==> config.mk <==
export PLATFORM = sky130hd
export DESIGN_NAME = detection_pair_conflict_check
export DESIGN_NICKNAME = d
export VERILOG_FILES = /design/src/hw/rtl/dpcc_pkg.sv /design/src/hw/rtl/dpcc_eval.sv /design/src/hw/rtl/detection_pair_conflict_check.sv
export SDC_FILE = /design/constraint.sdc
export NUM_CORES = 2
export LEC_CHECK = 0
export CORE_MARGIN = 8
export CORE_UTILIZATION = 40
export CTS_BUF_LIST = sky130_fd_sc_hd__clkbuf_4 sky130_fd_sc_hd__clkbuf_8 sky130_fd_sc_hd__clkbuf_16
export CTS_CLUSTER_SIZE = 16
export DETAILED_ROUTE_END_ITERATION = 10
export DONT_BUFFER_PORTS = 1
export GPL_ROUTABILITY_DRIVEN = 1
export PLACE_DENSITY = 0.61
export SYNTH_ARGS = -nofsm -noshare
export SYNTH_HDL_FRONTEND = slang
export SYNTH_SLANG_ARGS = --single-unit
export TNS_END_PERCENT = 10
==> constraint.sdc <==
create_clock -name clk -period 15.09 [get_ports clk]
set_input_delay 1.509 -clock clk [delete_from_list [all_inputs] [get_ports clk]]
set_output_delay 1.509 -clock clk [all_outputs]
set_load 0.03 [all_outputs]
==> src/hw/rtl/dpcc_pkg.sv <==
package dpcc_pkg;

  // Fixed field widths
  localparam int TAG_W   = 32;
  localparam int CLASS_W = 8;
  localparam int CONF_W  = 16;
  localparam int DEC_W   = 8;

  // Item operation codes
  localparam logic OP_LOAD    = 1'b0;
  localparam logic OP_COMPARE = 1'b1;

  // Register indexes (byte address / 4)
  localparam int          REG_IDX_W    = 2;
  localparam logic [1:0]  REG_CONF_GAP = 2'd0;
  localparam logic [1:0]  REG_DIST_SQ  = 2'd1;
  localparam logic [1:0]  REG_NORMAL   = 2'd2;
  localparam logic [1:0]  REG_CRITICAL = 2'd3;

  // Register reset values
  localparam logic [15:0] CONF_GAP_RST = 16'd16384;
  localparam logic [31:0] DIST_SQ_RST  = 32'd25600;
  localparam logic [7:0]  NORMAL_RST   = 8'd1;
  localparam logic [7:0]  CRITICAL_RST = 8'd2;

  // Conflict reason codes
  localparam logic [1:0] REASON_CLASS  = 2'd0;
  localparam logic [1:0] REASON_CONF   = 2'd1;
  localparam logic [1:0] REASON_ACTION = 2'd2;

  // Severity codes
  localparam logic [1:0] SEV_LOW      = 2'd0;
  localparam logic [1:0] SEV_MEDIUM   = 2'd1;
  localparam logic [1:0] SEV_HIGH     = 2'd2;
  localparam logic [1:0] SEV_CRITICAL = 2'd3;

  typedef struct packed {
    logic [CONF_W-1:0]  conf_gap_limit;
    logic [31:0]        dist_sq_limit;
    logic [DEC_W-1:0]   normal_code;
    logic [DEC_W-1:0]   critical_code;
  } cfg_t;

  typedef struct packed {
    logic       same_target;
    logic       box_overlap_match;
    logic       conflict;
    logic [1:0] reason;
    logic [1:0] severity;
  } res_t;

endpackage

==> src/hw/rtl/dpcc_eval.sv <==
module dpcc_eval
  import dpcc_pkg::*;
#(
  parameter int COORD_BITS = 12,
  parameter int GEO_BITS   = 20
) (
  input  cfg_t                         cfg,
  input  logic [TAG_W-1:0]             ref_tag,
  input  logic [COORD_BITS-1:0]        ref_box_x,
  input  logic [COORD_BITS-1:0]        ref_box_y,
  input  logic [COORD_BITS-1:0]        ref_box_w,
  input  logic [COORD_BITS-1:0]        ref_box_h,
  input  logic signed [GEO_BITS-1:0]   ref_geo_x,
  input  logic signed [GEO_BITS-1:0]   ref_geo_y,
  input  logic [CLASS_W-1:0]           ref_class,
  input  logic [CONF_W-1:0]            ref_confidence,
  input  logic [DEC_W-1:0]             ref_decision,
  input  logic [TAG_W-1:0]             peer_tag,
  input  logic [COORD_BITS-1:0]        peer_box_x,
  input  logic [COORD_BITS-1:0]        peer_box_y,
  input  logic [COORD_BITS-1:0]        peer_box_w,
  input  logic [COORD_BITS-1:0]        peer_box_h,
  input  logic signed [GEO_BITS-1:0]   peer_geo_x,
  input  logic signed [GEO_BITS-1:0]   peer_geo_y,
  input  logic [CLASS_W-1:0]           peer_class,
  input  logic [CONF_W-1:0]            peer_conf,
  input  logic [DEC_W-1:0]             peer_dec,
  output res_t                         res
);

  localparam int UW   = 2*COORD_BITS + 3;
  localparam int SQ_W = (2*GEO_BITS + 3 > 32) ? 2*GEO_BITS + 3 : 32;

  // Box overlap
  logic [COORD_BITS:0]     ref_end_x, ref_end_y, peer_end_x, peer_end_y;
  logic [COORD_BITS:0]     lo_x, lo_y, hi_x, hi_y;
  logic [COORD_BITS:0]     span_x, span_y;
  logic [2*COORD_BITS+1:0] inter;
  logic [2*COORD_BITS-1:0] area_ref, area_peer;
  logic [UW-1:0]           uni, two_inter;
  logic                    boxes_valid, overlap;

  // Geo distance
  logic signed [GEO_BITS:0] dx, dy;
  logic [GEO_BITS:0]        adx, ady;
  logic [2*GEO_BITS+1:0]    sqx, sqy;
  logic [SQ_W-1:0]          dist_sq;
  logic                     geo_near;

  // Decision terms
  logic [CONF_W:0] cdiff, acdiff;
  logic            tag_match, same, cls_c, conf_c, act_c, conflict, crit_pair;

  assign ref_end_x  = {1'b0, ref_box_x}  + {1'b0, ref_box_w};
  assign ref_end_y  = {1'b0, ref_box_y}  + {1'b0, ref_box_h};
  assign peer_end_x = {1'b0, peer_box_x} + {1'b0, peer_box_w};
  assign peer_end_y = {1'b0, peer_box_y} + {1'b0, peer_box_h};

  assign lo_x = (ref_box_x > peer_box_x) ? {1'b0, ref_box_x} : {1'b0, peer_box_x};
  assign lo_y = (ref_box_y > peer_box_y) ? {1'b0, ref_box_y} : {1'b0, peer_box_y};
  assign hi_x = (ref_end_x < peer_end_x) ? ref_end_x : peer_end_x;
  assign hi_y = (ref_end_y < peer_end_y) ? ref_end_y : peer_end_y;

  assign span_x = hi_x - lo_x;
  assign span_y = hi_y - lo_y;
  assign inter  = span_x * span_y;

  assign area_ref  = ref_box_w * ref_box_h;
  assign area_peer = peer_box_w * peer_box_h;

  // inter never exceeds either area when the boxes overlap, so no underflow
  assign uni       = UW'(area_ref) + UW'(area_peer) - UW'(inter);
  assign two_inter = {inter, 1'b0};

  assign boxes_valid = (ref_box_w != '0) && (ref_box_h != '0) &&
                       (peer_box_w != '0) && (peer_box_h != '0);
  assign overlap = boxes_valid && (hi_x > lo_x) && (hi_y > lo_y) && (two_inter > uni);

  assign dx  = {ref_geo_x[GEO_BITS-1], ref_geo_x} - {peer_geo_x[GEO_BITS-1], peer_geo_x};
  assign dy  = {ref_geo_y[GEO_BITS-1], ref_geo_y} - {peer_geo_y[GEO_BITS-1], peer_geo_y};
  assign adx = dx[GEO_BITS] ? (GEO_BITS+1)'(-dx) : (GEO_BITS+1)'(dx);
  assign ady = dy[GEO_BITS] ? (GEO_BITS+1)'(-dy) : (GEO_BITS+1)'(dy);
  assign sqx = adx * adx;
  assign sqy = ady * ady;
  assign dist_sq  = SQ_W'(sqx) + SQ_W'(sqy);
  assign geo_near = ((ref_geo_x != '0) || (ref_geo_y != '0)) &&
                    (dist_sq < SQ_W'(cfg.dist_sq_limit));

  assign tag_match = (ref_tag != '0) && (ref_tag == peer_tag);
  assign same      = tag_match || overlap || geo_near;

  assign cdiff  = {1'b0, ref_confidence} - {1'b0, peer_conf};
  assign acdiff = cdiff[CONF_W] ? -cdiff : cdiff;

  assign cls_c    = ref_class != peer_class;
  assign conf_c   = acdiff > {1'b0, cfg.conf_gap_limit};
  assign act_c    = ref_decision != peer_dec;
  assign conflict = same && (cls_c || conf_c || act_c);

  assign crit_pair = ((ref_decision == cfg.critical_code) &&
                      (peer_dec == cfg.normal_code)) ||
                     ((ref_decision == cfg.normal_code) &&
                      (peer_dec == cfg.critical_code));

  always_comb begin
    res.same_target       = same;
    res.box_overlap_match = overlap;
    res.conflict          = conflict;
    res.reason            = REASON_CLASS;
    res.severity          = SEV_LOW;
    if (conflict) begin
      priority if (cls_c) begin
        res.reason = REASON_CLASS;
      end else if (conf_c) begin
        res.reason = REASON_CONF;
      end else begin
        res.reason = REASON_ACTION;
      end
      priority if (crit_pair) begin
        res.severity = SEV_CRITICAL;
      end else if (cls_c) begin
        res.severity = SEV_HIGH;
      end else if (conf_c) begin
        res.severity = SEV_MEDIUM;
      end else begin
        res.severity = SEV_LOW;
      end
    end
  end

endmodule

==> src/hw/rtl/detection_pair_conflict_check.sv <==
// Detection pair conflict check.
//
// Input channel (in_valid / in_stall): one transaction per detection. A load
// transaction (in_operation = load) replaces the held reference detection and
// yields no result. A compare transaction checks the peer detection against
// the reference and yields exactly one result transaction.
// Result channel (out_valid / out_stall): same_target, box_overlap_match,
// conflict, reason and severity for each compare, in input order.
// Configuration: APB-style write/read port, registers at byte offsets 0x0
// (confidence gap limit), 0x4 (squared distance limit), 0x8 (normal code)
// and 0xC (critical code). Write only while no transaction is in flight.
// Path: an accepted compare is held in the input register, then its result in the
// result register. Throughput: one per cycle unless out_stall holds a result,
// set by the single evaluation stage between the two registers.
// Stall: while out_stall holds a result, the input register still drains a
// load; a waiting compare holds and in_stall rises only when it cannot move.
// Reset: clears the reference detection to zero (never the same target),
// loads register defaults, and empties both stages.
module detection_pair_conflict_check
  import dpcc_pkg::*;
#(
  parameter int COORD_BITS = 12,
  parameter int GEO_BITS   = 20
) (
  input  logic                        clk,
  input  logic                        rst_n,

  // Input channel
  input  logic                        in_valid,
  output logic                        in_stall,
  input  logic                        in_operation,
  input  logic [TAG_W-1:0]            in_target_tag,
  input  logic [COORD_BITS-1:0]       in_box_x,
  input  logic [COORD_BITS-1:0]       in_box_y,
  input  logic [COORD_BITS-1:0]       in_box_w,
  input  logic [COORD_BITS-1:0]       in_box_h,
  input  logic signed [GEO_BITS-1:0]  in_geo_x,
  input  logic signed [GEO_BITS-1:0]  in_geo_y,
  input  logic [CLASS_W-1:0]          in_class_code,
  input  logic [CONF_W-1:0]           in_confidence,
  input  logic [DEC_W-1:0]            in_decision_code,

  // Result channel
  output logic                        out_valid,
  input  logic                        out_stall,
  output logic                        out_same_target,
  output logic                        out_box_overlap_match,
  output logic                        out_conflict,
  output logic [1:0]                  out_reason,
  output logic [1:0]                  out_severity,

  // Configuration port
  input  logic                        psel,
  input  logic                        penable,
  input  logic                        pwrite,
  input  logic [3:0]                  paddr,
  input  logic [31:0]                 pwdata,
  output logic [31:0]                 prdata,
  output logic                        pready
);

  // ---------------------------------------------------------------------
  // Configuration registers
  // ---------------------------------------------------------------------
  cfg_t                 cfg_r;
  logic                 cfg_wr;
  logic [REG_IDX_W-1:0] cfg_idx;

  assign pready  = 1'b1;
  assign cfg_idx = paddr[3:2];
  assign cfg_wr  = psel && penable && pwrite && pready;

  always_ff @(posedge clk) begin
    if (!rst_n) begin
      cfg_r.conf_gap_limit <= CONF_GAP_RST;
      cfg_r.dist_sq_limit  <= DIST_SQ_RST;
      cfg_r.normal_code    <= NORMAL_RST;
      cfg_r.critical_code  <= CRITICAL_RST;
    end else if (cfg_wr) begin
      unique case (cfg_idx)
        REG_CONF_GAP: cfg_r.conf_gap_limit <= pwdata[CONF_W-1:0];
        REG_DIST_SQ:  cfg_r.dist_sq_limit  <= pwdata;
        REG_NORMAL:   cfg_r.normal_code    <= pwdata[DEC_W-1:0];
        REG_CRITICAL: cfg_r.critical_code  <= pwdata[DEC_W-1:0];
      endcase
    end
  end

  // Read back: zero-extend each register to the bus
  always_comb begin
    unique case (cfg_idx)
      REG_CONF_GAP: prdata = 32'(cfg_r.conf_gap_limit);
      REG_DIST_SQ:  prdata = cfg_r.dist_sq_limit;
      REG_NORMAL:   prdata = 32'(cfg_r.normal_code);
      REG_CRITICAL: prdata = 32'(cfg_r.critical_code);
    endcase
  end

  // ---------------------------------------------------------------------
  // Pipeline control
  // ---------------------------------------------------------------------
  logic s1_valid_r, s1_valid_nxt;
  logic out_valid_r, out_valid_nxt;
  logic out_free, s1_move, in_accept, ref_load, out_load;

  // Input register payload (no reset)
  logic                       s1_op_r;
  logic [TAG_W-1:0]           s1_tag_r;
  logic [COORD_BITS-1:0]      s1_box_x_r, s1_box_y_r, s1_box_w_r, s1_box_h_r;
  logic signed [GEO_BITS-1:0] s1_geo_x_r, s1_geo_y_r;
  logic [CLASS_W-1:0]         s1_class_r;
  logic [CONF_W-1:0]          s1_conf_r;
  logic [DEC_W-1:0]           s1_dec_r;

  // The result register is free when empty or being drained this cycle.
  assign out_free  = !out_valid_r || !out_stall;
  // A load always leaves; a compare needs room in the result register.
  assign s1_move   = s1_valid_r && ((s1_op_r == OP_LOAD) || out_free);
  assign in_stall  = s1_valid_r && !s1_move;
  assign in_accept = in_valid && !in_stall;
  // Update the reference in order, as the load leaves the input register,
  // so earlier compares still see the old reference.
  assign ref_load  = s1_move && (s1_op_r == OP_LOAD);
  assign out_load  = s1_move && (s1_op_r == OP_COMPARE);

  always_comb begin
    s1_valid_nxt  = in_accept || (s1_valid_r && !s1_move);
    out_valid_nxt = out_load || (out_valid_r && out_stall);
  end

  always_ff @(posedge clk) begin
    if (!rst_n) begin
      s1_valid_r  <= 1'b0;
      out_valid_r <= 1'b0;
    end else begin
      s1_valid_r  <= s1_valid_nxt;
      out_valid_r <= out_valid_nxt;
    end
  end

  // Capture the accepted transaction
  always_ff @(posedge clk) begin
    if (in_accept) begin
      s1_op_r    <= in_operation;
      s1_tag_r   <= in_target_tag;
      s1_box_x_r <= in_box_x;
      s1_box_y_r <= in_box_y;
      s1_box_w_r <= in_box_w;
      s1_box_h_r <= in_box_h;
      s1_geo_x_r <= in_geo_x;
      s1_geo_y_r <= in_geo_y;
      s1_class_r <= in_class_code;
      s1_conf_r  <= in_confidence;
      s1_dec_r   <= in_decision_code;
    end
  end

  // ---------------------------------------------------------------------
  // Reference detection, cleared by reset
  // ---------------------------------------------------------------------
  logic [TAG_W-1:0]           ref_tag_r;
  logic [COORD_BITS-1:0]      ref_box_x_r, ref_box_y_r, ref_box_w_r, ref_box_h_r;
  logic signed [GEO_BITS-1:0] ref_geo_x_r, ref_geo_y_r;
  logic [CLASS_W-1:0]         ref_class_r;
  logic [CONF_W-1:0]          ref_conf_r;
  logic [DEC_W-1:0]           ref_dec_r;

  always_ff @(posedge clk) begin
    if (!rst_n) begin
      ref_tag_r   <= '0;
      ref_box_x_r <= '0;
      ref_box_y_r <= '0;
      ref_box_w_r <= '0;
      ref_box_h_r <= '0;
      ref_geo_x_r <= '0;
      ref_geo_y_r <= '0;
      ref_class_r <= '0;
      ref_conf_r  <= '0;
      ref_dec_r   <= '0;
    end else if (ref_load) begin
      ref_tag_r   <= s1_tag_r;
      ref_box_x_r <= s1_box_x_r;
      ref_box_y_r <= s1_box_y_r;
      ref_box_w_r <= s1_box_w_r;
      ref_box_h_r <= s1_box_h_r;
      ref_geo_x_r <= s1_geo_x_r;
      ref_geo_y_r <= s1_geo_y_r;
      ref_class_r <= s1_class_r;
      ref_conf_r  <= s1_conf_r;
      ref_dec_r   <= s1_dec_r;
    end
  end

  // ---------------------------------------------------------------------
  // Evaluation and result register
  // ---------------------------------------------------------------------
  res_t eval_res;
  res_t out_r;

  dpcc_eval #(
    .COORD_BITS (COORD_BITS),
    .GEO_BITS   (GEO_BITS)
  ) u_eval (
    .cfg             (cfg_r),
    .ref_tag         (ref_tag_r),
    .ref_box_x       (ref_box_x_r),
    .ref_box_y       (ref_box_y_r),
    .ref_box_w       (ref_box_w_r),
    .ref_box_h       (ref_box_h_r),
    .ref_geo_x       (ref_geo_x_r),
    .ref_geo_y       (ref_geo_y_r),
    .ref_class       (ref_class_r),
    .ref_confidence  (ref_conf_r),
    .ref_decision    (ref_dec_r),
    .peer_tag        (s1_tag_r),
    .peer_box_x      (s1_box_x_r),
    .peer_box_y      (s1_box_y_r),
    .peer_box_w      (s1_box_w_r),
    .peer_box_h      (s1_box_h_r),
    .peer_geo_x      (s1_geo_x_r),
    .peer_geo_y      (s1_geo_y_r),
    .peer_class      (s1_class_r),
    .peer_conf       (s1_conf_r),
    .peer_dec        (s1_dec_r),
    .res             (eval_res)
  );

  always_ff @(posedge clk) begin
    if (out_load) begin
      out_r <= eval_res;
    end
  end

  assign out_valid             = out_valid_r;
  assign out_same_target       = out_r.same_target;
  assign out_box_overlap_match = out_r.box_overlap_match;
  assign out_conflict          = out_r.conflict;
  assign out_reason            = out_r.reason;
  assign out_severity          = out_r.severity;

  // ---------------------------------------------------------------------
  // Assertions
  // ---------------------------------------------------------------------
  a_conflict_needs_same: assert property (@(posedge clk) disable iff (!rst_n)
    out_valid_r |-> (!out_r.conflict || out_r.same_target))
    else $error("conflict reported without same target");

  a_quiet_fields: assert property (@(posedge clk) disable iff (!rst_n)
    (out_valid_r && !out_r.conflict) |->
      (out_r.reason == REASON_CLASS && out_r.severity == SEV_LOW))
    else $error("reason or severity set without conflict");

  a_ref_stable: assert property (@(posedge clk) disable iff (!rst_n)
    !ref_load |=> ($stable(ref_tag_r) && $stable(ref_dec_r) && $stable(ref_box_w_r)))
    else $error("reference changed without a load leaving the input register");

  a_held_result: assert property (@(posedge clk) disable iff (!rst_n)
    (out_valid_r && out_stall) |=> (out_valid_r && $stable(out_r)))
    else $error("stalled result lost or changed");

  a_reset_ref: assert property (@(posedge clk)
    !rst_n |=> (ref_tag_r == '0 && ref_box_w_r == '0 && !s1_valid_r && !out_valid_r))
    else $error("reset did not clear reference and pipeline");

endmodule

==> impl_metrics.env <==
export IMPL_status="finished clean"
export IMPL_postLayoutSetupSlackWorst_ps=793
export IMPL_io_buffers=0
export IMPL_final_area_mm2=0.0707
export IMPL_worst_ep_required_time_ps=15530
export IMPL_hold_buffers=0
export IMPL_cp_common_cell="a21oi_1"
export IMPL_via_per_inst=5.13
export IMPL_grt_pass1_vias=51700
export IMPL_cts_htree_levels=2
export IMPL_crit_fanout=17
export IMPL_cp_slowest_cell="fa_1"
export IMPL_finalMaxSlewViolations=0
export IMPL_slew_headroom_pct=13.8
export IMPL_hold_path_class="reg2reg"
export IMPL_io_pins=238
export IMPL_skew_ps=30.6
export IMPL_wirelength_mm=182
export IMPL_maxCapViolCount=0
export IMPL_die_area_mm2=0.178
export IMPL_drt_iter0_drc=2448
export IMPL_fillers=16100
export IMPL_rows=149
export IMPL_fmax_ghz=0.0699
export IMPL_worst_setup_path_end_kind="flop"
export IMPL_synth_area_top_cells="fa_1, ha_1, inv_1, edfxtp_1, dfxtp_1"
export IMPL_die_x_um=422
export IMPL_finalSetupViolCount=0
export IMPL_yosysMostFrequentCell="inv_1"
export IMPL_synthCells=7311
export IMPL_finalCritPeriodShare_pct=94.7
export IMPL_synth_top_cell_area_share_pct=32.9
export IMPL_synth_seq_cells=378
export IMPL_yosysWarnings=0
export IMPL_post_route_drc_count=0
export IMPL_place_area_mm2=0.0691
export IMPL_grt_total_usage_pct=20.1
export IMPL_critPathKind="reg2reg"
export IMPL_startpoint_type="flop"
export IMPL_synth_ff_type="dfxtp_1"
export IMPL_clk_pin_slew_ps=70
export IMPL_pre_cts_ws_ps=480
export IMPL_synth_top_area_cell="fa_1"
export IMPL_synth_edf_count=160
export IMPL_yosysSeqAreaShare_pct=13.9
export IMPL_nets=9283
export IMPL_cts_tree="built"
export IMPL_cts_inserted_buffers=43
export IMPL_post_drt_wl_per_cell_um=19.1
export IMPL_syn2layout_area_growth_pct=6.98
export IMPL_hpwl_mm=152
export IMPL_cp_arrival_ps=14740
export IMPL_utilization_pct=43.0
export IMPL_worstMarginPinSlew_ps=1290
export IMPL_clock_sinks=378
export IMPL_synthTopCellsByCount="inv_1, fa_1, nand2_1, ha_1, nor2_1"
export IMPL_coreArea_mm2=0.164
export IMPL_synthArstFlopShare_pct=0
export IMPL_gp_congestion=0.919
export IMPL_initial_core_util_pct=40.2
export IMPL_cts_root_buf="clkbuf_16"
export IMPL_overflow=0
export IMPL_slowest_delay_ps=570
export IMPL_grt_max_degree=219
export IMPL_drive_gt1_share_pct=4.79
export IMPL_vias=48800
export IMPL_synth_area_mm2=0.0661
export IMPL_clk_latency_ps=620
export IMPL_grt_pass1_wl_mm=287
export IMPL_crit_buf_inv=5
export IMPL_drt_pass1_iter_count=5
export IMPL_period_needed_ps=14300
export IMPL_yosys_cell_types_count=101
export IMPL_finalHoldViolCount=0
export IMPL_cts_max_path_buffers=3
export IMPL_ant_nets=0
export IMPL_cp_top_family="compound AO/OA/AOI/OAI gates"
export IMPL_antenna_found_initial=8
export IMPL_fp_dieH_um=422
export IMPL_synth_area_per_cell_um2=9.03
[area by class of cell]
class                           instances  area [um2]  share of cell area [%]
Tap cell                             2189        2740                    3.88
Clock inverter                         28         302                   0.427
Antenna cell                            1        2.50                 0.00354
Inverter                             1519        5700                    8.07
Timing Repair Buffer                  144        1080                    1.54
Sequential cell                       378        9170                    13.0
Clock buffer                           52        1170                    1.65
Multi-Input combinational cell       5204       50500                    71.5
[layout by cell type (no fill, tap or decap), drive strengths merged, types with 12 or more instances in the layout]
master / synthesis / routed
inv: 1513 / 1524
fa: 1085 / 1085
nand2: 941 / 941
ha: 712 / 712
nor2: 465 / 465
dfxtp: 218 / 218
a21boi: 217 / 217
xnor2: 182 / 182
a21oi: 181 / 181
edfxtp: 160 / 160
and2: 154 / 154
xor2: 154 / 154
buf: 41 / 144
o21ai: 141 / 141
a21o: 103 / 103
nand2b: 94 / 94
nor2b: 83 / 83
mux2i: 57 / 57
nor4: 57 / 57
nor3: 55 / 55
clkbuf: 200 / 52
o21a: 48 / 48
nand4: 39 / 39
or2: 39 / 39
nand3: 36 / 36
conb: 2 / 33
a211oi: 29 / 29
a31oi: 24 / 24
and3: 23 / 23
o21bai: 23 / 23
o211ai: 22 / 22
o31ai: 20 / 20
clkinv: 6 / 17
or3: 12 / 12
a211o: 12 / 12
o2111ai: 12 / 12
[cells by family (layout without fill, tap and decap cells)]
group                    Yosys count  after routing  synth area share, %
AND/OR/NAND/NOR                 2039           2039                 14.0
adder cells (fa/ha/maj)         1797           1797                 46.4
buffers and inverters           1760           1743                 10.1
AO/OA/AOI/OAI                    930            930                 9.91
flip-flops                       378            378                 13.9
XOR/XNOR                         337            337                 4.55
multiplexers                      68             68                 1.19
other                              2             34               0.0114
[metal layers]
metal  track usage (%)  up-vias  routed length (um)
met5                 0        -                   0
met4              8.53        0                9230
met3              2.51      348                8410
met2              35.6     1201               90600
met1              24.7    24400               73500
li1                  -    22800                   -
[tightest hold or removal path, delay by kind of cell (launching register included)]
family,cells,cell delay [ps]
AOI/OAI and AO/OA,1,60
DFF,1,310
and+or+nand+nor,1,50
[registers in the layout, indices dropped and copies added, names as in the netlist, 12 cells and up]
name         flops
cfg_r           64
ref_tag_r       32
s1_tag_r        32
ref_geo_x_r     20
ref_geo_y_r     20
s1_geo_x_r      20
s1_geo_y_r      20
ref_conf_r      16
s1_conf_r       16
ref_box_h_r     12
ref_box_w_r     12
ref_box_x_r     12
ref_box_y_r     12
s1_box_h_r      12
s1_box_w_r      12
s1_box_x_r      12
s1_box_y_r      12
[metrics by stage]
stage / std cells / hold WS [ps] / TNS, ps
5_1_grt: 9515 / 495 / -42.9
2_1_floorplan: 7342 / 443 / 0
6_report: 9515 / 473 / 0
3_3_place_gp: 9434 / 452 / 0
4_1_cts: 9514 / 466 / 0
3_5_place_dp: 9434 / 457 / 0
[timing repair]
item	in CTS	in global routing
gates resized for setup	0	18
setup buffers	0	0
endpoints found under the setup margin	0	7
[worst paths after layout]
path                                      end  slack, ps  depth (start not counted)     startpoint
worst max-delay path            out_reason[1]        790                         59  s1_box_y_r[1]
worst min-delay path            ref_conf_r[6]        470                          2  ref_conf_r[6]
worst max register to register  out_reason[1]        790                         59  s1_box_y_r[1]
worst min register to register  ref_conf_r[6]        470                          2  ref_conf_r[6]
Power is not shown: default switching activity piles up to over one toggle a cycle in this logic, so the estimate is an artifact.
